File: config.mk
export PLATFORM = sky130hd
export DESIGN_NAME = priority_job_scheduler
export DESIGN_NICKNAME = d
export VERILOG_FILES = /design/src/rtl/pjs_pkg.sv /design/src/rtl/pjs_store.sv /design/src/rtl/pjs_ctrl.sv /design/src/rtl/priority_job_scheduler.sv
export SDC_FILE = /design/constraint.sdc
export NUM_CORES = 2
export LEC_CHECK = 0
export ABC_AREA = 1
export BUFFER_PORTS_ARGS = -buffer_cell sky130_fd_sc_hd__buf_4
export CORE_MARGIN = 4
export CORE_UTILIZATION = 40
export DETAILED_ROUTE_END_ITERATION = 7
export SLEW_MARGIN = 20
export SYNTH_ARGS = -nofsm -noshare
export SYNTH_HDL_FRONTEND = slang
export SYNTH_SLANG_ARGS = --single-unit
File: constraint.sdc
create_clock -name clk -period 8.66 [get_ports clk]
set_input_delay 1.299 -clock clk [delete_from_list [all_inputs] [get_ports clk]]
set_output_delay 1.299 -clock clk [all_outputs]
set_load 0.005 [all_outputs]
File: src/rtl/pjs_pkg.sv
// Shared types, constants and codes of the priority job scheduler.
`timescale 1ns / 1ps

package pjs_pkg;

  // Default sizing of the ready queue and of the time arithmetic.
  localparam int PJS_QUEUE_DEPTH = 32;
  localparam int PJS_TIME_BITS   = 32;

  // Width of the time fields on the result channel.
  localparam int PJS_OUT_TIME_W = 32;

  // Result status codes.
  localparam logic STATUS_DONE   = 1'b0;
  localparam logic STATUS_REJECT = 1'b1;

  // Fixed-width part of one job as kept in the job memory.
  typedef struct packed {
    logic [7:0]  prio;
    logic [7:0]  id;
    logic [15:0] burst;
  } pjs_job_t;

  // Strobes from the controller to the job and link memories.
  typedef struct packed {
    logic rd_en;
    logic data_we;
    logic link_we;
  } pjs_mem_ctl_t;

  // One result record, handed from the controller to the output register.
  typedef struct packed {
    logic                      status;
    logic [7:0]                id;
    logic [PJS_OUT_TIME_W-1:0] arrival;
    logic [15:0]               burst;
    logic [7:0]                prio;
    logic [PJS_OUT_TIME_W-1:0] waiting;
    logic [PJS_OUT_TIME_W-1:0] completion;
    logic [PJS_OUT_TIME_W-1:0] turnaround;
    logic                      last;
  } pjs_result_t;

  typedef enum logic [2:0] {
    ST_IDLE,
    ST_DECIDE,
    ST_POP_CALC,
    ST_POP_OUT,
    ST_REJECT,
    ST_INS,
    ST_WALK,
    ST_LINK
  } pjs_state_t;

endpackage

File: src/rtl/pjs_store.sv
// Job memory and link memory of the ready queue, one shared registered read port.
`timescale 1ns / 1ps

module pjs_store #(
  parameter int DEPTH     = 32,
  parameter int TIME_BITS = 32
) (
  input  logic                                   clk,
  input  logic                                   rst_n,
  input  pjs_pkg::pjs_mem_ctl_t                  ctl,
  input  logic [((DEPTH > 1) ? $clog2(DEPTH) : 1)-1:0] rd_addr,
  input  logic [((DEPTH > 1) ? $clog2(DEPTH) : 1)-1:0] data_waddr,
  input  pjs_pkg::pjs_job_t                      data_wjob,
  input  logic [TIME_BITS-1:0]                   data_warr,
  input  logic [((DEPTH > 1) ? $clog2(DEPTH) : 1)-1:0] link_waddr,
  input  logic [((DEPTH > 1) ? $clog2(DEPTH) : 1)-1:0] link_wdata,
  output pjs_pkg::pjs_job_t                      rd_job,
  output logic [TIME_BITS-1:0]                   rd_arr,
  output logic [((DEPTH > 1) ? $clog2(DEPTH) : 1)-1:0] rd_link
);
  import pjs_pkg::*;

  localparam int IDX_W = (DEPTH > 1) ? $clog2(DEPTH) : 1;
  localparam int JOB_W = $bits(pjs_job_t);

  logic [JOB_W+TIME_BITS-1:0] data_mem [DEPTH];
  logic [IDX_W-1:0]           link_mem [DEPTH];

  always_ff @(posedge clk) begin
    if (ctl.data_we) begin
      data_mem[data_waddr] <= {data_wjob, data_warr};
    end
    if (ctl.rd_en) begin
      {rd_job, rd_arr} <= data_mem[rd_addr];
    end
  end

  always_ff @(posedge clk) begin
    if (ctl.link_we) begin
      link_mem[link_waddr] <= link_wdata;
    end
    if (ctl.rd_en) begin
      rd_link <= link_mem[rd_addr];
    end
  end

  // The controller never reads and rewrites the same link entry in one cycle.
  a_link_no_collide: assert property (@(posedge clk) disable iff (!rst_n)
    (ctl.rd_en && ctl.link_we) |-> (rd_addr != link_waddr))
    else $error("link memory read and write hit the same entry");

endmodule

File: src/rtl/pjs_ctrl.sv
// Scheduler controller: linked ready queue, free list, time keeping and dispatch.
`timescale 1ns / 1ps

module pjs_ctrl #(
  parameter int DEPTH     = 32,
  parameter int TIME_BITS = 32
) (
  input  logic                                   clk,
  input  logic                                   rst_n,
  input  logic                                   in_valid,
  output logic                                   in_ready,
  input  pjs_pkg::pjs_job_t                      in_job,
  input  logic [31:0]                            in_arrival,
  input  logic                                   in_last,
  input  logic                                   out_free,
  output logic                                   res_load,
  output pjs_pkg::pjs_result_t                   res,
  output pjs_pkg::pjs_mem_ctl_t                  mem_ctl,
  output logic [((DEPTH > 1) ? $clog2(DEPTH) : 1)-1:0] rd_addr,
  output logic [((DEPTH > 1) ? $clog2(DEPTH) : 1)-1:0] data_waddr,
  output pjs_pkg::pjs_job_t                      data_wjob,
  output logic [TIME_BITS-1:0]                   data_warr,
  output logic [((DEPTH > 1) ? $clog2(DEPTH) : 1)-1:0] link_waddr,
  output logic [((DEPTH > 1) ? $clog2(DEPTH) : 1)-1:0] link_wdata,
  input  pjs_pkg::pjs_job_t                      rd_job,
  input  logic [TIME_BITS-1:0]                   rd_arr,
  input  logic [((DEPTH > 1) ? $clog2(DEPTH) : 1)-1:0] rd_link
);
  import pjs_pkg::*;

  localparam int IDX_W = (DEPTH > 1) ? $clog2(DEPTH) : 1;
  localparam int CNT_W = $clog2(DEPTH + 1);
  localparam logic [TIME_BITS-1:0] TMAX = '1;
  localparam logic [CNT_W-1:0] CNT_FULL = CNT_W'(DEPTH);
  localparam logic [CNT_W-1:0] CNT_ONE  = CNT_W'(1);

  pjs_state_t           state_r, state_nxt;
  logic                 drain_r, drain_nxt;
  logic [TIME_BITS-1:0] cur_time_r, cur_time_nxt;
  logic [CNT_W-1:0]     count_r, count_nxt;
  logic [CNT_W-1:0]     fresh_r, fresh_nxt;
  logic [IDX_W-1:0]     free_head_r, free_head_nxt;
  logic [IDX_W-1:0]     head_r, head_nxt;
  logic [IDX_W-1:0]     tail_r, tail_nxt;
  logic [7:0]           tail_prio_r, tail_prio_nxt;
  logic [IDX_W-1:0]     slot_r, slot_nxt;
  logic                 from_free_r, from_free_nxt;
  logic [IDX_W-1:0]     prev_r, prev_nxt;
  logic [IDX_W-1:0]     cur_r, cur_nxt;
  logic                 have_prev_r, have_prev_nxt;

  pjs_job_t             job_r, job_nxt;
  logic [TIME_BITS-1:0] job_arr_r, job_arr_nxt;
  logic                 job_last_r, job_last_nxt;
  pjs_job_t             pop_job_r, pop_job_nxt;
  logic [TIME_BITS-1:0] pop_arr_r, pop_arr_nxt;
  logic [TIME_BITS-1:0] pop_wt_r, pop_wt_nxt;

  logic [63:0]          arr_wide;
  logic [TIME_BITS-1:0] arr_clamp;
  logic [TIME_BITS:0]   ct_sum;
  logic [TIME_BITS-1:0] ct_calc;
  logic [TIME_BITS-1:0] wt_calc;
  logic [TIME_BITS-1:0] tat_calc;
  logic                 time_lt;
  logic                 count_zero;
  logic                 queue_full;
  logic                 use_fresh;

  // Arrivals beyond the time range are clamped to the largest time.
  assign arr_wide  = 64'(in_arrival);
  assign arr_clamp = (arr_wide > 64'(TMAX)) ? TMAX : TIME_BITS'(arr_wide);

  // Completion time saturates; waiting and turnaround floor at zero.
  assign ct_sum   = {1'b0, cur_time_r} + (TIME_BITS + 1)'(rd_job.burst);
  assign ct_calc  = ct_sum[TIME_BITS] ? TMAX : ct_sum[TIME_BITS-1:0];
  assign wt_calc  = (cur_time_r >= rd_arr) ? (cur_time_r - rd_arr) : '0;
  assign tat_calc = (cur_time_r >= pop_arr_r) ? (cur_time_r - pop_arr_r) : '0;

  assign time_lt    = cur_time_r < job_arr_r;
  assign count_zero = count_r == '0;
  assign queue_full = count_r == CNT_FULL;
  assign use_fresh  = fresh_r < CNT_FULL;

  always_ff @(posedge clk) begin
    if (!rst_n) begin
      state_r     <= ST_IDLE;
      drain_r     <= 1'b0;
      cur_time_r  <= '0;
      count_r     <= '0;
      fresh_r     <= '0;
    end else begin
      state_r     <= state_nxt;
      drain_r     <= drain_nxt;
      cur_time_r  <= cur_time_nxt;
      count_r     <= count_nxt;
      fresh_r     <= fresh_nxt;
    end
  end

  always_ff @(posedge clk) begin
    free_head_r <= free_head_nxt;
    head_r      <= head_nxt;
    tail_r      <= tail_nxt;
    tail_prio_r <= tail_prio_nxt;
    slot_r      <= slot_nxt;
    from_free_r <= from_free_nxt;
    prev_r      <= prev_nxt;
    cur_r       <= cur_nxt;
    have_prev_r <= have_prev_nxt;
    job_r       <= job_nxt;
    job_arr_r   <= job_arr_nxt;
    job_last_r  <= job_last_nxt;
    pop_job_r   <= pop_job_nxt;
    pop_arr_r   <= pop_arr_nxt;
    pop_wt_r    <= pop_wt_nxt;
  end

  always_comb begin
    state_nxt     = state_r;
    drain_nxt     = drain_r;
    cur_time_nxt  = cur_time_r;
    count_nxt     = count_r;
    fresh_nxt     = fresh_r;
    free_head_nxt = free_head_r;
    head_nxt      = head_r;
    tail_nxt      = tail_r;
    tail_prio_nxt = tail_prio_r;
    slot_nxt      = slot_r;
    from_free_nxt = from_free_r;
    prev_nxt      = prev_r;
    cur_nxt       = cur_r;
    have_prev_nxt = have_prev_r;
    job_nxt       = job_r;
    job_arr_nxt   = job_arr_r;
    job_last_nxt  = job_last_r;
    pop_job_nxt   = pop_job_r;
    pop_arr_nxt   = pop_arr_r;
    pop_wt_nxt    = pop_wt_r;

    in_ready   = 1'b0;
    res_load   = 1'b0;
    res        = '0;
    mem_ctl    = '0;
    rd_addr    = head_r;
    data_waddr = slot_r;
    data_wjob  = job_r;
    data_warr  = job_arr_r;
    link_waddr = slot_r;
    link_wdata = cur_r;

    case (state_r)
      ST_IDLE: begin
        in_ready = 1'b1;
        if (in_valid) begin
          job_nxt      = in_job;
          job_arr_nxt  = arr_clamp;
          job_last_nxt = in_last;
          drain_nxt    = 1'b0;
          state_nxt    = ST_DECIDE;
        end
      end

      ST_DECIDE: begin
        if (!count_zero && (drain_r || time_lt)) begin
          // Dispatch the head of the queue.
          mem_ctl.rd_en = 1'b1;
          rd_addr       = head_r;
          state_nxt     = ST_POP_CALC;
        end else if (drain_r) begin
          state_nxt = ST_IDLE;
        end else begin
          if (count_zero && time_lt) begin
            cur_time_nxt = job_arr_r;
          end
          if (queue_full) begin
            state_nxt = ST_REJECT;
          end else begin
            // Never-used slots go first, then recycled ones from the free list.
            slot_nxt      = use_fresh ? fresh_r[IDX_W-1:0] : free_head_r;
            from_free_nxt = !use_fresh;
            if (use_fresh) begin
              fresh_nxt = fresh_r + 1'b1;
            end else begin
              mem_ctl.rd_en = 1'b1;
              rd_addr       = free_head_r;
            end
            mem_ctl.data_we = 1'b1;
            data_waddr      = slot_nxt;
            count_nxt       = count_r + 1'b1;
            state_nxt       = ST_INS;
          end
        end
      end

      ST_POP_CALC: begin
        pop_job_nxt     = rd_job;
        pop_arr_nxt     = rd_arr;
        pop_wt_nxt      = wt_calc;
        cur_time_nxt    = ct_calc;
        head_nxt        = rd_link;
        // The departing slot goes on top of the free list.
        mem_ctl.link_we = 1'b1;
        link_waddr      = head_r;
        link_wdata      = free_head_r;
        free_head_nxt   = head_r;
        count_nxt       = count_r - 1'b1;
        state_nxt       = ST_POP_OUT;
      end

      ST_POP_OUT: begin
        if (out_free) begin
          res_load       = 1'b1;
          res.status     = STATUS_DONE;
          res.id         = pop_job_r.id;
          res.arrival    = PJS_OUT_TIME_W'(pop_arr_r);
          res.burst      = pop_job_r.burst;
          res.prio       = pop_job_r.prio;
          res.waiting    = PJS_OUT_TIME_W'(pop_wt_r);
          res.completion = PJS_OUT_TIME_W'(cur_time_r);
          res.turnaround = PJS_OUT_TIME_W'(tat_calc);
          // Before the insert, more output follows only if another dispatch
          // is due or the job is the last one and the drain comes after it.
          res.last       = drain_r ? count_zero
                                   : (!job_last_r && (count_zero || !time_lt));
          state_nxt      = ST_DECIDE;
        end
      end

      ST_REJECT: begin
        if (out_free) begin
          res_load    = 1'b1;
          res.status  = STATUS_REJECT;
          res.id      = job_r.id;
          res.arrival = PJS_OUT_TIME_W'(job_arr_r);
          res.burst   = job_r.burst;
          res.prio    = job_r.prio;
          res.last    = !job_last_r;
          if (job_last_r) begin
            drain_nxt = 1'b1;
            state_nxt = ST_DECIDE;
          end else begin
            state_nxt = ST_IDLE;
          end
        end
      end

      ST_INS: begin
        if (from_free_r) begin
          free_head_nxt = rd_link;
        end
        if (count_r == CNT_ONE) begin
          head_nxt      = slot_r;
          tail_nxt      = slot_r;
          tail_prio_nxt = job_r.prio;
          drain_nxt     = job_last_r;
          state_nxt     = job_last_r ? ST_DECIDE : ST_IDLE;
        end else if (job_r.prio >= tail_prio_r) begin
          // Append behind the tail; equal priorities keep arrival order.
          mem_ctl.link_we = 1'b1;
          link_waddr      = tail_r;
          link_wdata      = slot_r;
          tail_nxt        = slot_r;
          tail_prio_nxt   = job_r.prio;
          drain_nxt       = job_last_r;
          state_nxt       = job_last_r ? ST_DECIDE : ST_IDLE;
        end else begin
          mem_ctl.rd_en = 1'b1;
          rd_addr       = head_r;
          cur_nxt       = head_r;
          have_prev_nxt = 1'b0;
          state_nxt     = ST_WALK;
        end
      end

      ST_WALK: begin
        if (rd_job.prio <= job_r.prio) begin
          have_prev_nxt = 1'b1;
          prev_nxt      = cur_r;
          cur_nxt       = rd_link;
          mem_ctl.rd_en = 1'b1;
          rd_addr       = rd_link;
        end else begin
          mem_ctl.link_we = 1'b1;
          link_waddr      = slot_r;
          link_wdata      = cur_r;
          state_nxt       = ST_LINK;
        end
      end

      ST_LINK: begin
        if (have_prev_r) begin
          mem_ctl.link_we = 1'b1;
          link_waddr      = prev_r;
          link_wdata      = slot_r;
        end else begin
          head_nxt = slot_r;
        end
        drain_nxt = job_last_r;
        state_nxt = job_last_r ? ST_DECIDE : ST_IDLE;
      end

      default: begin
        state_nxt = ST_IDLE;
      end
    endcase
  end

  a_count_bound: assert property (@(posedge clk) disable iff (!rst_n)
    count_r <= CNT_FULL)
    else $error("queue count exceeds the queue depth");

  a_load_when_free: assert property (@(posedge clk) disable iff (!rst_n)
    res_load |-> out_free)
    else $error("result loaded into a full output register");

  a_pop_count: assert property (@(posedge clk) disable iff (!rst_n)
    (state_r == ST_POP_CALC) |=> (CNT_W'(count_r + 1'b1) == $past(count_r)))
    else $error("dispatch did not shrink the queue by one");

  a_walk_nonempty: assert property (@(posedge clk) disable iff (!rst_n)
    (state_r == ST_WALK) |-> (count_r > CNT_ONE))
    else $error("ordered insert walk on a queue without other entries");

endmodule

File: src/rtl/priority_job_scheduler.sv
// Top level of the non-preemptive priority job scheduler.
`timescale 1ns / 1ps

// Each transfer on the in_ channel is one job, in arrival order. Before the
// job is queued, queued jobs are dispatched (lowest priority number first,
// equal priorities in arrival order) while the current time is before the
// job's arrival; an empty queue lets the time jump to the arrival. A job
// with in_tlast set drains the whole queue afterwards. Each dispatch gives
// one transfer on the out_ channel with waiting, completion and turnaround
// times; a job that finds the queue full gives one record with status
// reject. out_tlast marks the final record caused by an input job.
// Steps: accept, decide, then insert at the tail or into an empty queue,
// or, for an ordered insert further up, a walk that reads the queued
// entries one by one from the head and a final link write. Each dispatch
// reads the memories, updates the time and loads the output register; the
// job and link memories share one read port. One job is handled at a time.
// Reset (synchronous, rst_n low) empties the queue and zeroes the time; the
// memories need no clearing. A stalled receiver holds the output register;
// the block keeps accepting and queuing jobs until it needs that register.
module priority_job_scheduler #(
  parameter int QUEUE_DEPTH = pjs_pkg::PJS_QUEUE_DEPTH,
  parameter int TIME_BITS   = pjs_pkg::PJS_TIME_BITS
) (
  input  logic         clk,
  input  logic         rst_n,
  input  logic         in_tvalid,
  output logic         in_tready,
  // process_id[7:0], arrival_time[39:8], burst_time[55:40], priority_req[63:56]
  input  logic [63:0]  in_tdata,
  input  logic         in_tlast,
  output logic         out_tvalid,
  input  logic         out_tready,
  // job_id[7:0], job_arrival[39:8], job_burst[55:40], job_priority[63:56],
  // waiting_time[95:64], completion_time[127:96], turnaround_time[159:128]
  output logic [159:0] out_tdata,
  // status[0]
  output logic [0:0]   out_tuser,
  output logic         out_tlast
);
  import pjs_pkg::*;

  localparam int IDX_W = (QUEUE_DEPTH > 1) ? $clog2(QUEUE_DEPTH) : 1;

  pjs_job_t             in_job;
  logic                 out_free;
  logic                 res_load;
  pjs_result_t          res;
  pjs_mem_ctl_t         mem_ctl;
  logic [IDX_W-1:0]     rd_addr;
  logic [IDX_W-1:0]     data_waddr;
  pjs_job_t             data_wjob;
  logic [TIME_BITS-1:0] data_warr;
  logic [IDX_W-1:0]     link_waddr;
  logic [IDX_W-1:0]     link_wdata;
  pjs_job_t             rd_job;
  logic [TIME_BITS-1:0] rd_arr;
  logic [IDX_W-1:0]     rd_link;

  logic                 out_valid_r;
  pjs_result_t          out_res_r;

  assign in_job.id    = in_tdata[7:0];
  assign in_job.burst = in_tdata[55:40];
  assign in_job.prio  = in_tdata[63:56];

  pjs_ctrl #(
    .DEPTH     (QUEUE_DEPTH),
    .TIME_BITS (TIME_BITS)
  ) u_ctrl (
    .clk        (clk),
    .rst_n      (rst_n),
    .in_valid   (in_tvalid),
    .in_ready   (in_tready),
    .in_job     (in_job),
    .in_arrival (in_tdata[39:8]),
    .in_last    (in_tlast),
    .out_free   (out_free),
    .res_load   (res_load),
    .res        (res),
    .mem_ctl    (mem_ctl),
    .rd_addr    (rd_addr),
    .data_waddr (data_waddr),
    .data_wjob  (data_wjob),
    .data_warr  (data_warr),
    .link_waddr (link_waddr),
    .link_wdata (link_wdata),
    .rd_job     (rd_job),
    .rd_arr     (rd_arr),
    .rd_link    (rd_link)
  );

  pjs_store #(
    .DEPTH     (QUEUE_DEPTH),
    .TIME_BITS (TIME_BITS)
  ) u_store (
    .clk        (clk),
    .rst_n      (rst_n),
    .ctl        (mem_ctl),
    .rd_addr    (rd_addr),
    .data_waddr (data_waddr),
    .data_wjob  (data_wjob),
    .data_warr  (data_warr),
    .link_waddr (link_waddr),
    .link_wdata (link_wdata),
    .rd_job     (rd_job),
    .rd_arr     (rd_arr),
    .rd_link    (rd_link)
  );

  // The output register can take a new record when empty or when the
  // record it holds is leaving in this cycle.
  assign out_free = !out_valid_r || out_tready;

  always_ff @(posedge clk) begin
    if (!rst_n) begin
      out_valid_r <= 1'b0;
    end else if (res_load) begin
      out_valid_r <= 1'b1;
    end else if (out_tready) begin
      out_valid_r <= 1'b0;
    end
  end

  always_ff @(posedge clk) begin
    if (res_load) begin
      out_res_r <= res;
    end
  end

  assign out_tvalid = out_valid_r;
  assign out_tdata  = {out_res_r.turnaround, out_res_r.completion, out_res_r.waiting,
                       out_res_r.prio, out_res_r.burst, out_res_r.arrival, out_res_r.id};
  assign out_tuser  = out_res_r.status;
  assign out_tlast  = out_res_r.last;

endmodule
==> results.cfg <==
[floorplanning]
placementRows = 194
dieArea_um2 = 291400
fp.dieW_um = 539.8
die_h_um = 539.8
start_util = 0.4035
io_pins = 233
core-area_um2 = 280400

[power]
p_seq_frac = 0.343
powerDensity_nw_per_um2 = 400.5
p_int_mw = 30.02
pwr-share-clk = 0.240
p_leak_nw = 45.64
netSwitchingPower_mw = 21.61
p_comb_frac = 0.417
swShare = 0.4186
power_mw = 51.63
ir_worst_vdd_v = 0.0006324

[critical_path]
worstSetupPathType = register to register
cpMaxStageDelayCell = nor2_4
cp_max_fo = 33
cp.buffers_inverters = 4
start_kind = register
startpoint = u_ctrl.data_warr[30]$_DFFE_PP_
path_cells = buf_4, inv_1, ha_1, nand2_1, nor2_1, nand4_1, nor4_1, buf_4, nand2_1, nand2_1, nand2_2, nand2_2, nand3_2, nor2_2, nand2_1, o31ai_1, nand2_1, nor2_4, buf_12
crit_path_max_incr_delay_ns = 1.07
crit_arrival_ns = 6.56
cp.required_ns = 9.27
end_kind = register
timing.rr.start = u_ctrl.data_warr[30]$_DFFE_PP_
path_delay_family = simple AND/OR/NAND/NOR gates
crit_top_cell = nand2_1

[synthesis]
synth_ff_type = edfxtp_1
synthTopCellsByCount = 3221 x nand3_1, 2635 x edfxtp_1, 1513 x nand2_1, 414 x buf_2, 344 x inv_1
synth_edf_count = 2635
synth_top_area_cell = edfxtp_1
syn_area_um2 = 113100
ys_ff_latch = 2689
syn_avg_cell_area_um2 = 11.94
synthAdderAreaFrac = 0.01502
synth_top_family_by_area = simple AND/OR/NAND/NOR gates
synthMostInstantiatedCell = nand3_1
synth-simple-area-share = 0.2058
synth.top_cell.area_share = 0.6995
synth_compound_area_frac = 0.02690
ys_types = 54
yosysWarnings = 0
seq_area_frac_synth = 0.7090
synth_xor_area_frac = 0.005110
netlist_instances = 9478
async_flop_share = 0
synth_mux_area_frac = 0
synth_area_leaders = edfxtp_1 70%, nand3_1 14%, nand2_1 5.0%
syn_nets = 9681

[flow_run]
max-cap-violations = 0

[global_route]
grt_overflow_total = 0
grt_pass1_vias = 74640
grt_pass1_wl_mm = 509.4
antenna_found_initial = 19
grtUsageTotal = 0.2313
grt_max_degree = 209

[sta]
setup_viol = 0
finalClockSkew_ns = 0.06599
min_period_ns = 5.954
holdWs_ns = 0.4545
tightest_slew_ns = 1.225
maxSlewHeadroom = 0.1834
maxSlewViolCount = 0
hold_viol = 0
grt_setup_unrepaired = no
fin_crit_sh = 0.6876
finalSetupTns_ns = 0
fmax_mhz = 167.9

[layout]
multiInputGateArea_um2 = 28960
fillCellCount = 24840
seqCellArea_um2 = 80210
drive_gt1_frac = 0.09556
final_nets = 9795
area_growth_pct = 13.95
stdcell_count = 13540

[routing]
drc = 0
antenna_left = 0
vias_per_cell = 5.798
drt_iter0_markers = 10160
wl_per_cell_um = 25.76
dr.pass1.iters = 8
vias = 78500
wl_mm = 348.8

[placed_design]
gp_congestion = 0.8904
dp_hpwl_mm = 186.9
port_buffers = 232
placed_cells = 13000

[clock_network]
cts_tree = built
cts_resized = 0
htreeDepth = 5
path_clk_slew_ns = 0.06
numCtsBuffers = 304
cts_setup_buffers = 0
holdBufCountCts = 0
clock-root-buffer = clkbuf_16
clockBufferDepth = 4
clkLatencyLatePin_ns = 0.94
clock-sinks = 2689

[hold_path]
hold_path.class = register to register
hold_start = u_store.rd_arr[18]$_DFFE_PP_

[outcome]
status = completed
[per-stage QoR]
stage                     area [um2]    util  worst slack, ns
after global placement        119300  0.4255            2.893
after CTS                     128700  0.4591            2.678
final                         128900  0.4598            2.706
after detailed placement      119300  0.4256            2.700
after floorplan               113100       -            2.288
after global routing          128900  0.4597            2.271
[metal layers]
metal / vias to the layer above / wire length [um] / global-route usage
li1: 34870 / - / -
met1: 38890 / 144900 / 0.3285
met2: 4130 / 158400 / 0.3602
met3: 597 / 34620 / 0.04491
met4: 4 / 10820 / 0.07245
met5: - / 28 / 0
[worst reg2reg max path: cells and delay by family, from the launching register on]
kind / cells / cell delay, ns
adder cells (fa/ha/maj): 1 / 0.39
AND/OR/NAND/NOR: 13 / 3.56
flip-flops: 1 / 0.33
buffers and inverters: 4 / 1.18
AO/OA/AOI/OAI: 1 / 0.17
[cell families after synthesis]
| group | count (synthesis) |
|---|---|
| AND/OR/NAND/NOR | 5077 |
| flip-flops | 2689 |
| buffers and inverters | 1000 |
| AO/OA/AOI/OAI | 512 |
| adder cells (fa/ha/maj) | 134 |
| XOR/XNOR | 66 |
[power groups by stage]
stage / Sequential [mW] / Clock (mW) / Combinational (mW)
finish: 17.7 / 12.4 / 21.5
global route: 17.8 / 13.1 / 23.5
CTS: 17.8 / 12.6 / 21.3
detailed placement: 18.1 / 0 / 21.2
global placement: 18.0 / 0 / 21.0
floorplan: 17.7 / 0 / 14.0
[state kept, by name (all words and copies together) (netlist names), 32 cells and up]
name / cells
u_store.data_mem: 2048
out_tdata: 160
u_store.link_mem: 160
u_ctrl.cur_time_r: 32
u_ctrl.data_warr: 32
u_ctrl.data_wjob: 32
u_ctrl.pop_arr_r: 32
u_ctrl.pop_job_r: 32
u_ctrl.pop_wt_r: 32
u_store.rd_arr: 32
u_store.rd_job: 32
[cell usage in the layout (no fill, tap or decap), drive strengths merged, types with 13 or more instances in the layout]
| cell type | netlist | final |
|---|---|---|
| a211oi | 14 | 14 |
| o21a | 13 | 13 |
| o211ai | 22 | 22 |
| xnor2 | 22 | 22 |
| a31oi | 13 | 13 |
| a21oi | 204 | 204 |
| nor2 | 270 | 270 |
| a22o | 25 | 25 |
| buf | 483 | 451 |
| inv | 354 | 366 |
| edfxtp | 2635 | 2635 |
| nand4 | 15 | 15 |
| bufinv | 0 | 26 |
| o22ai | 44 | 44 |
| nand3 | 3223 | 3223 |
| clkinv | 3 | 116 |
| o21ai | 126 | 126 |
| clkbuf | 160 | 361 |
| dfxtp | 54 | 54 |
| nor3 | 30 | 30 |
| nand2 | 1515 | 1515 |
| xor2 | 44 | 44 |
| ha | 131 | 131 |
[area by class of cell]
| type | count | area share |
|---|---|---|
| Sequential cell | 2689 | 0.6222 |
| Timing Repair Buffer | 451 | 0.03347 |
| Clock buffer | 361 | 0.06124 |
| Clock inverter | 158 | 0.01157 |
| Inverter | 357 | 0.01054 |
| Tap cell | 3724 | 0.03615 |
| Antenna cell | 9 | 0.0001747 |
| Multi-Input combinational cell | 5789 | 0.2246 |
[final timing paths]
check	end	slack [ns]	depth (start not counted)
worst max-delay path	u_store.data_mem[22][42]$_DFFE_PP_	2.71	19
worst min-delay path	u_ctrl.pop_arr_r[18]$_DFFE_PP_	0.45	0
worst max register to register	u_store.data_mem[22][42]$_DFFE_PP_	2.71	19
worst min register to register	u_ctrl.pop_arr_r[18]$_DFFE_PP_	0.45	0
Power figures use the tool's default switching activity.
